[src/vna_pkg.sv]
`timescale 1ns / 1ps
package vna_pkg;

  localparam int unsigned VerticesDefault = 1024;
  localparam int unsigned IdxW = 10;
  localparam int unsigned CoordW = 16;
  localparam int unsigned SumW = 48;
  localparam int unsigned NormW = 16;
  localparam logic [NormW-1:0] UnitQ14 = 16'd16384;

  typedef enum logic [1:0] {
    OP_CLEAR = 2'd0,
    OP_WRITE = 2'd1,
    OP_TRI   = 2'd2,
    OP_READ  = 2'd3
  } op_e;

  typedef struct packed {
    logic [1:0]              operation;
    logic [IdxW-1:0]         vertex_index;
    logic signed [CoordW-1:0] coord_x;
    logic signed [CoordW-1:0] coord_y;
    logic signed [CoordW-1:0] coord_z;
    logic [IdxW-1:0]         corner_a;
    logic [IdxW-1:0]         corner_b;
    logic [IdxW-1:0]         corner_c;
  } req_t;

  typedef struct packed {
    logic [IdxW-1:0]         read_index;
    logic signed [NormW-1:0] normal_x;
    logic signed [NormW-1:0] normal_y;
    logic signed [NormW-1:0] normal_z;
  } rsp_t;

  typedef enum logic [4:0] {
    ST_CLR,
    ST_IDLE,
    ST_TRI_RD,
    ST_TRI_LD,
    ST_TRI_CR1,
    ST_TRI_CR2,
    ST_ACC_RD,
    ST_ACC_WAIT,
    ST_ACC_WR,
    ST_RD_RD,
    ST_RD_WAIT,
    ST_NRM_SHIFT,
    ST_NRM_SQ,
    ST_NRM_SQRT,
    ST_NRM_DIV,
    ST_OUT
  } state_e;

  typedef struct packed {
    logic clr_start;
    logic clr_step;
    logic latch_req;
    logic pos_write;
    logic pos_read;
    logic pos_load;
    logic cross1;
    logic cross2;
    logic acc_read;
    logic acc_write;
    logic corner_next;
    logic sum_read;
    logic sum_load;
    logic shift_step;
    logic square;
    logic sqrt_step;
    logic div_step;
    logic out_load;
  } cmd_t;

  typedef struct packed {
    logic clr_done;
    logic tri_ok;
    logic last_corner;
    logic shift_done;
    logic sqrt_done;
    logic div_done;
  } sts_t;

endpackage

[src/vna_ctrl.sv]
`timescale 1ns / 1ps
module vna_ctrl (
  input  logic             clk_i,
  input  logic             rst_ni,
  input  logic             req_valid_i,
  output logic             req_stall_o,
  input  vna_pkg::op_e     op_i,
  output logic             rsp_valid_o,
  input  logic             rsp_stall_i,
  input  vna_pkg::sts_t    sts_i,
  output vna_pkg::cmd_t    cmd_o
);
  import vna_pkg::*;

  state_e state_q, state_d;
  logic   acc;

  assign req_stall_o = (state_q != ST_IDLE);
  assign acc = req_valid_i && (state_q == ST_IDLE);

  always_ff @(posedge clk_i or negedge rst_ni) begin
    if (!rst_ni) begin
      state_q <= ST_CLR;
      rsp_valid_o <= 1'b0;
    end else begin
      state_q <= state_d;
      if (state_q == ST_OUT) begin
        rsp_valid_o <= 1'b1;
      end else if (!rsp_stall_i) begin
        rsp_valid_o <= 1'b0;
      end
    end
  end

  always_comb begin
    state_d = state_q;
    case (state_q)
      ST_CLR:       if (sts_i.clr_done) state_d = ST_IDLE;
      ST_IDLE: begin
        if (acc) begin
          case (op_i)
            OP_CLEAR: state_d = ST_CLR;
            OP_WRITE: state_d = ST_IDLE;
            OP_TRI:   state_d = ST_TRI_RD;
            default:  state_d = ST_RD_RD;
          endcase
        end
      end
      ST_TRI_RD: begin
        if (!sts_i.tri_ok) begin
          state_d = ST_IDLE;
        end else if (sts_i.last_corner) begin
          state_d = ST_TRI_LD;
        end
      end
      ST_TRI_LD:    state_d = ST_TRI_CR1;
      ST_TRI_CR1:   state_d = ST_TRI_CR2;
      ST_TRI_CR2:   state_d = ST_ACC_RD;
      ST_ACC_RD:    state_d = ST_ACC_WAIT;
      ST_ACC_WAIT:  state_d = ST_ACC_WR;
      ST_ACC_WR:    state_d = sts_i.last_corner ? ST_IDLE : ST_ACC_RD;
      ST_RD_RD:     state_d = ST_RD_WAIT;
      ST_RD_WAIT:   state_d = ST_NRM_SHIFT;
      ST_NRM_SHIFT: if (sts_i.shift_done) state_d = ST_NRM_SQ;
      ST_NRM_SQ:    state_d = ST_NRM_SQRT;
      ST_NRM_SQRT:  if (sts_i.sqrt_done) state_d = ST_NRM_DIV;
      ST_NRM_DIV:   if (sts_i.div_done) state_d = ST_OUT;
      ST_OUT:       if (!rsp_valid_o || !rsp_stall_i) state_d = ST_IDLE;
      default:      state_d = ST_IDLE;
    endcase
  end

  always_comb begin
    cmd_o = '0;
    case (state_q)
      ST_CLR:   cmd_o.clr_step = 1'b1;
      ST_IDLE: begin
        cmd_o.latch_req = acc;
        cmd_o.clr_start = acc && (op_i == OP_CLEAR);
        cmd_o.pos_write = acc && (op_i == OP_WRITE);
        cmd_o.pos_read = acc && (op_i == OP_TRI);
      end
      ST_TRI_RD: begin
        cmd_o.pos_load = sts_i.tri_ok;
        cmd_o.corner_next = sts_i.tri_ok;
      end
      ST_TRI_LD:    cmd_o.cross1 = 1'b1;
      ST_TRI_CR1:   cmd_o.cross2 = 1'b1;
      ST_ACC_RD:    cmd_o.acc_read = 1'b1;
      ST_ACC_WR: begin
        cmd_o.acc_write = 1'b1;
        cmd_o.corner_next = 1'b1;
      end
      ST_RD_RD:     cmd_o.sum_read = 1'b1;
      ST_RD_WAIT:   cmd_o.sum_load = 1'b1;
      ST_NRM_SHIFT: cmd_o.shift_step = 1'b1;
      ST_NRM_SQ:    cmd_o.square = 1'b1;
      ST_NRM_SQRT:  cmd_o.sqrt_step = 1'b1;
      ST_NRM_DIV:   cmd_o.div_step = 1'b1;
      ST_OUT:       cmd_o.out_load = !rsp_valid_o || !rsp_stall_i;
      default:      cmd_o = '0;
    endcase
  end

endmodule

[config.mk]
export PLATFORM = sky130hd
export DESIGN_NAME = vna_ctrl
export DESIGN_NICKNAME = d
export VERILOG_FILES = /design/src/vna_pkg.sv /design/src/vna_ctrl.sv
export SDC_FILE = /design/constraint.sdc
export NUM_CORES = 1
export LEC_CHECK = 0
export BUFFER_PORTS_ARGS = -buffer_cell sky130_fd_sc_hd__buf_2
export CORE_AREA = 8 8 45 47
export DETAILED_ROUTE_END_ITERATION = 10
export DIE_AREA = 0 0 53 55
export GPL_TIMING_DRIVEN = 0
export HOLD_SLACK_MARGIN = 0.05
export PLACE_DENSITY_LB_ADDON = 0.1
export SYNTH_ARGS = -nofsm -noshare
export SYNTH_HDL_FRONTEND = slang
export SYNTH_SLANG_ARGS = --single-unit
export TNS_END_PERCENT = 10
[constraint.sdc]
create_clock -name clk_i -period 3.1 [get_ports clk_i]
set_clock_uncertainty 0.05 [all_clocks]
set_input_delay 0.62 -clock clk_i [delete_from_list [all_inputs] [get_ports clk_i]]
set_output_delay 0.62 -clock clk_i [all_outputs]
set_load 0.05 [all_outputs]
==> metrics.yaml, run 1 <==
wl_per_cell_um: 13.6
path_class: "reg -> out"
min_path_type: "in -> async"
cp_slowest_cell: "dfrtp_1"
die_w_um: 53
cts_tree: "done"
drive_gt1_frac: 0.397
coreArea_um2: 1380
cp-start-kind: "register"
rsz0062_at_grt: "false"
max_clock_freq_ghz: 0.416
synth_area_leaders: "dfrtp_1 (21%), nor2_1 (12%), nand2_1 (6.4%)"
worst_slew_pin_slew_ns: 0.381
pwr-share-clk: 0.081
max_cap_violations: 0
ctsHtreeMaxLevel: 1
p_per_area_nw_per_um2: 1150
relSlewSlack: 0.746
insertion_delay_ns: 0.24
crit_chain: "buf_2 -> nor2b_1 -> nand3_1 -> nor3b_1 -> buf_2"
ys_ff_latch: 5
path_max_fanout: 10
yosys-top-cells-count: "nor2_1 (19), nand2_1 (10), dfrtp_1 (5)"
synthArstFlopShare: 1.00
grt_pass1_wl_mm: 2.73
post-route-period-util: 0.776
post_cts.repair.setup_buffers: 0
die_area_um2: 2920
antennaDiodeCount: 0
viasPerCell: 5.32
drv_slew: 0
fin_cells: 132
clk_pin_slew_ns: 0.04
p_leak_nw: 0.422
syn_area_um2: 588
p_seq_frac: 0.144
arrival_ns: 1.73
synth_edf_count: 0
hold_viol_final: 0
setup_viol: 0
start_util: 0.425
synth.top_cell.area_share: 0.213
portBuffers: 31
yosys.area.top_type: "dfrtp_1"
antenna_found_initial: 0
switching_power_w: 0.000533
drtIter0Drc: 13
grt_max_degree: 11
grt_pass1_vias: 658
cts_resized: 0
routed_wl_mm: 1.79
rows: 14
grt_overflow: 0
outcome: "finished, final reports clean"
vias: 702
drtAntennaViolNets: 0
ys_seq_area_frac: 0.213
crit_top_cell: "buf_2"
clockBufferDepth: 2
yosysUniqueCellTypes: 31
cts_buffers: 3
fin_nets: 129
yosysWarnings: 0
hold_buffers: 0
ys.flop_type: "dfrtp_1"
min_period_ns: 2.40
place_congestion: 0.890
ir_worst_vdd_mv: 0.594
internal-power_w: 0.000374
p_sw_frac: 0.588
hpwl_mm: 1.44
cp.required_ns: 2.43
drt_pass1_iterations: 4
combinationalPowerShare: 0.775
critPathCaptureType: "primary output"
max_stage_delay_ns: 0.39
ioPinCount: 32
syn-instance-count: 81
finalSetupTns_ns: 0
avgSynthCellArea_um2: 7.26
dpl.cell_count: 128
grt_usage: 0.124
syn-num-nets: 93
drc: 0
die_h_um: 55
clock-sinks: 5
synth_most_common_cell: "nor2_1"
area_growth_pct: 34.3
cts_root_buffer: "clkbuf_4"
[final timing paths]
path	from	end	slack [ns]	cells after the start
setup / recovery	state_q[0]$_DFFE_PN0P_	cmd_o[14]	0.70	5
hold / removal	rst_ni	rsp_valid_o$_DFFE_PN0P_	0.13	1
setup reg to reg	state_q[3]$_DFFE_PN0P_	state_q[1]$_DFFE_PN0P_	1.31	5
hold reg to reg	rsp_valid_o$_DFFE_PN0P_	rsp_valid_o$_DFFE_PN0P_	0.51	2
max in group asynchronous	rst_ni	state_q[0]$_DFFE_PN0P_	2.74	1
min in group clk_i	rsp_valid_o$_DFFE_PN0P_	rsp_valid_o$_DFFE_PN0P_	0.51	2
[sequential cells by signal, indices dropped and copies added, names as in the netlist]
signal	count
rsp_valid_o	1
state_q	4
[placed cells by master, fill, tap and decap left out, drive strengths merged]
cell type,netlist,final
a211oi,3,3
a21oi,4,4
a221oi,1,1
a41o,1,1
and3b,1,1
buf,4,35
clkbuf,2,6
dfrtp,5,5
inv,4,4
mux2,1,1
nand2,10,10
nand2b,4,4
nand3,1,1
nand3b,2,2
nand4,1,1
nand4b,2,2
nor2,19,19
nor2b,1,1
nor3,1,1
nor3b,2,2
nor4,1,1
nor4b,1,1
o21ai,3,3
o221ai,1,1
o31a,1,1
o32ai,1,1
or2,2,2
or3,1,1
or4,1,1
[metal layers]
| metal | GRT usage | wire length, µm | vias up |
|---|---|---|---|
| met3 | 0.0374 | 118 | 2 |
| met2 | 0.225 | 929 | 19 |
| met4 | 0.0388 | 12 | 0 |
| met5 | 0 | 0 | - |
| met1 | 0.135 | 732 | 326 |
| li1 | - | - | 355 |
[cell type report]
class | instances | area (µm²)
sequential | 5 | 125
clock buffer | 4 | 26.3
buffer | 6 | 40.0
multi-input combinational | 66 | 408
inverter | 4 | 15.0
tap | 16 | 20.0
timing repair buffer | 31 | 155
fill | 150 | 594
[power groups by stage]
| stage | registers (W) | logic (W) | clock network [W] |
|---|---|---|---|
| floorplan | 0.000148 | 0.000537 | 0 |
| global placement | 0.000129 | 0.000702 | 0 |
| detailed placement | 0.000130 | 0.000700 | 0 |
| CTS | 0.000129 | 0.000703 | 0.0000781 |
| global route | 0.000134 | 0.000757 | 0.0000842 |
| finish | 0.000131 | 0.000704 | 0.0000737 |
[kinds of logic after synthesis]
group	share of synthesized area
compound gates	0.194
simple gates	0.474
mux	0.0255
buf+inv	0.0936
flops	0.213
[metrics by stage]
step	power [W]	util	worst slack (ns)	hold slack, ns	cell area (µm²)
2_1_floorplan	0.000685	-	0.392	0.274	588
3_3_place_gp	0.000831	0.552	0.992	0.385	763
3_5_place_dp	0.000830	0.552	0.973	0.387	763
4_1_cts	0.000911	0.571	0.696	0.126	790
5_1_grt	0.000976	0.571	0.460	0.123	790
6_report	0.000908	0.571	0.695	0.133	790
[worst max-delay path, delay by kind of cell (launching register included)]
family	cells	cell delay (ns)
simple gates	3	0.56
buf+inv	2	0.53
flops	1	0.39
Power figures use the tool's default switching activity.
==> run 2: changes to the inputs <==
--- a/config.mk
+++ b/config.mk
@@ -6,9 +6,9 @@
 export NUM_CORES = 1
 export LEC_CHECK = 0
 export BUFFER_PORTS_ARGS = -buffer_cell sky130_fd_sc_hd__buf_2
-export CORE_AREA = 8 8 45 47
+export CORE_MARGIN = 8
+export CORE_UTILIZATION = 43
 export DETAILED_ROUTE_END_ITERATION = 10
-export DIE_AREA = 0 0 53 55
 export GPL_TIMING_DRIVEN = 0
 export HOLD_SLACK_MARGIN = 0.05
 export PLACE_DENSITY_LB_ADDON = 0.1
==> constraint.sdc (replaced) <==
create_clock -name clk_i -period 2.3 [get_ports clk_i]
set_clock_uncertainty 0.05 [all_clocks]
set_input_delay 0.46 -clock clk_i [delete_from_list [all_inputs] [get_ports clk_i]]
set_output_delay 0.46 -clock clk_i [all_outputs]
set_load 0.05 [all_outputs]
==> run 2 against run 1 <==
Net effect:
- combinational power is 38% higher
- design area up 4.3%
- non-clock buffer count increased by 1
- global-route usage is 0.72 points higher
- flip-flop and latch count is the same
- wire length grew 3.3%
- register-to-register slack got worse by 0.81 ns
- critical path type unchanged
- critical endpoint unchanged
==> metrics.yaml, run 2 (synthesis gave the netlist of run 1 again) <==
dpl.cell_count: 127  # -0.78%
drive_gt1_frac: 0.427  # +0.0308
ir_worst_vdd_mv: 0.878  # +48%
portBuffers: 31  # unchanged
post_cts.repair.setup_buffers: 0  # unchanged
startpoint: "state_q[3]$_DFFE_PN0P_"
die_h_um: 53.0  # -3.7%
max_cap_violations: 0  # unchanged
reg2reg_from: "state_q[3]$_DFFE_PN0P_"
finalSetupTns_ns: 0  # unchanged
critPathCaptureType: "primary output"
clk_pin_slew_ns: 0.04  # about the same
min_period_ns: 2.14
largestRegisters: "state_q x4, rsp_valid_o x1"
min_path_type: "in -> reg"
path_class: "reg -> out"
min_from: "rsp_stall_i"
antennaDiodeCount: 0  # unchanged
grt_usage: 0.131  # +0.00721
grt_max_degree: 11  # unchanged
coreArea_um2: 1280  # -7.1%
p_per_area_nw_per_um2: 1510  # +31%
place_congestion: 0.827  # -7.0%
start_util: 0.458  # +0.0327
routed_wl_mm: 1.85  # +3.3%
largest-register: "state_q"
relSlewSlack: 0.726  # -0.0207
worst_slew_pin_slew_ns: 0.412  # +0.0311 ns
die_w_um: 53.0  # about the same
drc: 0  # unchanged
whs_ns: 0.473  # +0.340 ns
rows: 13  # -1
rr_worst_depth: 5  # unchanged
final_common_cell: "buf_2"
insertion_delay_ns: 0.24  # about the same
arrival_ns: 1.63  # -0.10 ns
cts_buffers: 3  # unchanged
setup_viol: 0  # unchanged
post-route-period-util: 0.932
cp_slowest_cell: "dfrtp_1"
outcome: "finished, final reports clean"
viasPerCell: 5.31  # -0.14%
hold_viol_final: 0  # unchanged
drtAntennaViolNets: 0  # unchanged
largest_reg_flops: 4  # unchanged
vias: 701  # -0.14%
top_layer: "met3"
met3_length_um: 150  # +27%
crit_chain: "buf_6 -> nor2_1 -> nand3_2 -> nor3b_2 -> buf_4"
p_leak_nw: 0.431  # +2.1%
die_area_um2: 2810  # -3.7%
holdPathStages: 3
hpwl_mm: 1.45  # +0.37%
clock-sinks: 5  # unchanged
grt_pass1_vias: 617  # -6.2%
wl_met2_um: 932  # +0.32%
fin_cells: 132  # unchanged
ioPinCount: 32  # unchanged
path_max_fanout: 10  # unchanged
drtIter0Drc: 9  # -4
drv_slew: 0  # unchanged
antenna_found_initial: 0  # unchanged
max_clock_freq_ghz: 0.467
drt_pass1_iterations: 4  # unchanged
area_growth_pct: 40.0
max_stage_delay_ns: 0.40  # about the same
grt_overflow: 0  # unchanged
mostFrequentLayoutCells: "buf_2 (30), nor2_1 (19), nand2_1 (10)"
cts_root_buffer: "clkbuf_4"
clockBufferDepth: 2  # unchanged
rsz0062_at_grt: "false"
ctsHtreeMaxLevel: 1  # unchanged
grt_pass1_wl_mm: 2.84  # +3.8%
fin_nets: 130  # +0.78%
wl_per_cell_um: 14.0  # +3.3%
cp-start-kind: "register"
wl_met1_um: 771  # +5.3%
cp.required_ns: 1.79  # -0.64 ns
cts_tree: "done"
## run 2: changes by cell type in the layout (fill, tap and decap cells not counted), sizes merged
cell and delta:
buf -1, clkbuf +1, dlygate4sd3 +1
## run 2: metrics by stage
stage | util | area [µm²] | total power, W | worst slack (ns)
4_1_cts | 0.621 | 798 | 0.00123 | 0.0713
6_report | 0.641 | 823 | 0.00124 | 0.157
3_5_place_dp | 0.593 | 762 | 0.00113 | 0.341
3_3_place_gp | 0.593 | 762 | 0.00111 | 0.348
2_1_floorplan | - | 588 | 0.000923 | -0.248
5_1_grt | 0.641 | 823 | 0.00134 | 0.0498
## run 2: critical path, delay by kind of cell, from the launching register on
family	cells	cell delay (ns)
AND/OR/NAND/NOR	3	0.60
flip-flops	1	0.40
buffers and inverters	2	0.39
## run 2: report_power, final
group / switching, W / total [W] / internal, W
sequential: 0.0000400 / 0.000176 / 0.000136
clock: 0.0000324 / 0.0000977 / 0.0000654
combinational: 0.000656 / 0.000969 / 0.000313
total: 0.000728 / 0.00124 / 0.000514
## run 2: final cells by class
cell class	count	area, µm²
inverters	4	15.0
clock buffers	4	26.3
multi-input cells	66	425
well taps	15	18.8
fillers	133	462
plain buffers	6	42.5
repair buffers	32	170
flip-flops and latches	5	125
## run 2: path summary, 6_finish.rpt
kind / slack (ns) / to
min: 0.47 / rsp_valid_o$_DFFE_PN0P_
max in group asynchronous: 1.55 / state_q[3]$_DFFE_PN0P_
max: 0.16 / cmd_o[14]
min reg2reg: 0.53 / rsp_valid_o$_DFFE_PN0P_
max reg2reg: 0.50 / state_q[1]$_DFFE_PN0P_
min in group asynchronous: 0.52 / state_q[2]$_DFFE_PN0P_
## run 2: routing by layer
| layer | up-vias | track usage |
|---|---|---|
| met3 | 0 | 0.0532 |
| li1 | 354 | - |
| met4 | 0 | 0.0259 |
| met5 | - | 0 |
| met2 | 20 | 0.209 |
| met1 | 327 | 0.161 |
## run 2: timing repair
item / 4_1_cts / 5_1_grt
setup endpoints to repair: 0 / 3
endpoints found under the hold margin: 5 / 0
gates resized for setup: 0 / 9
hold buffers: 1 / 0
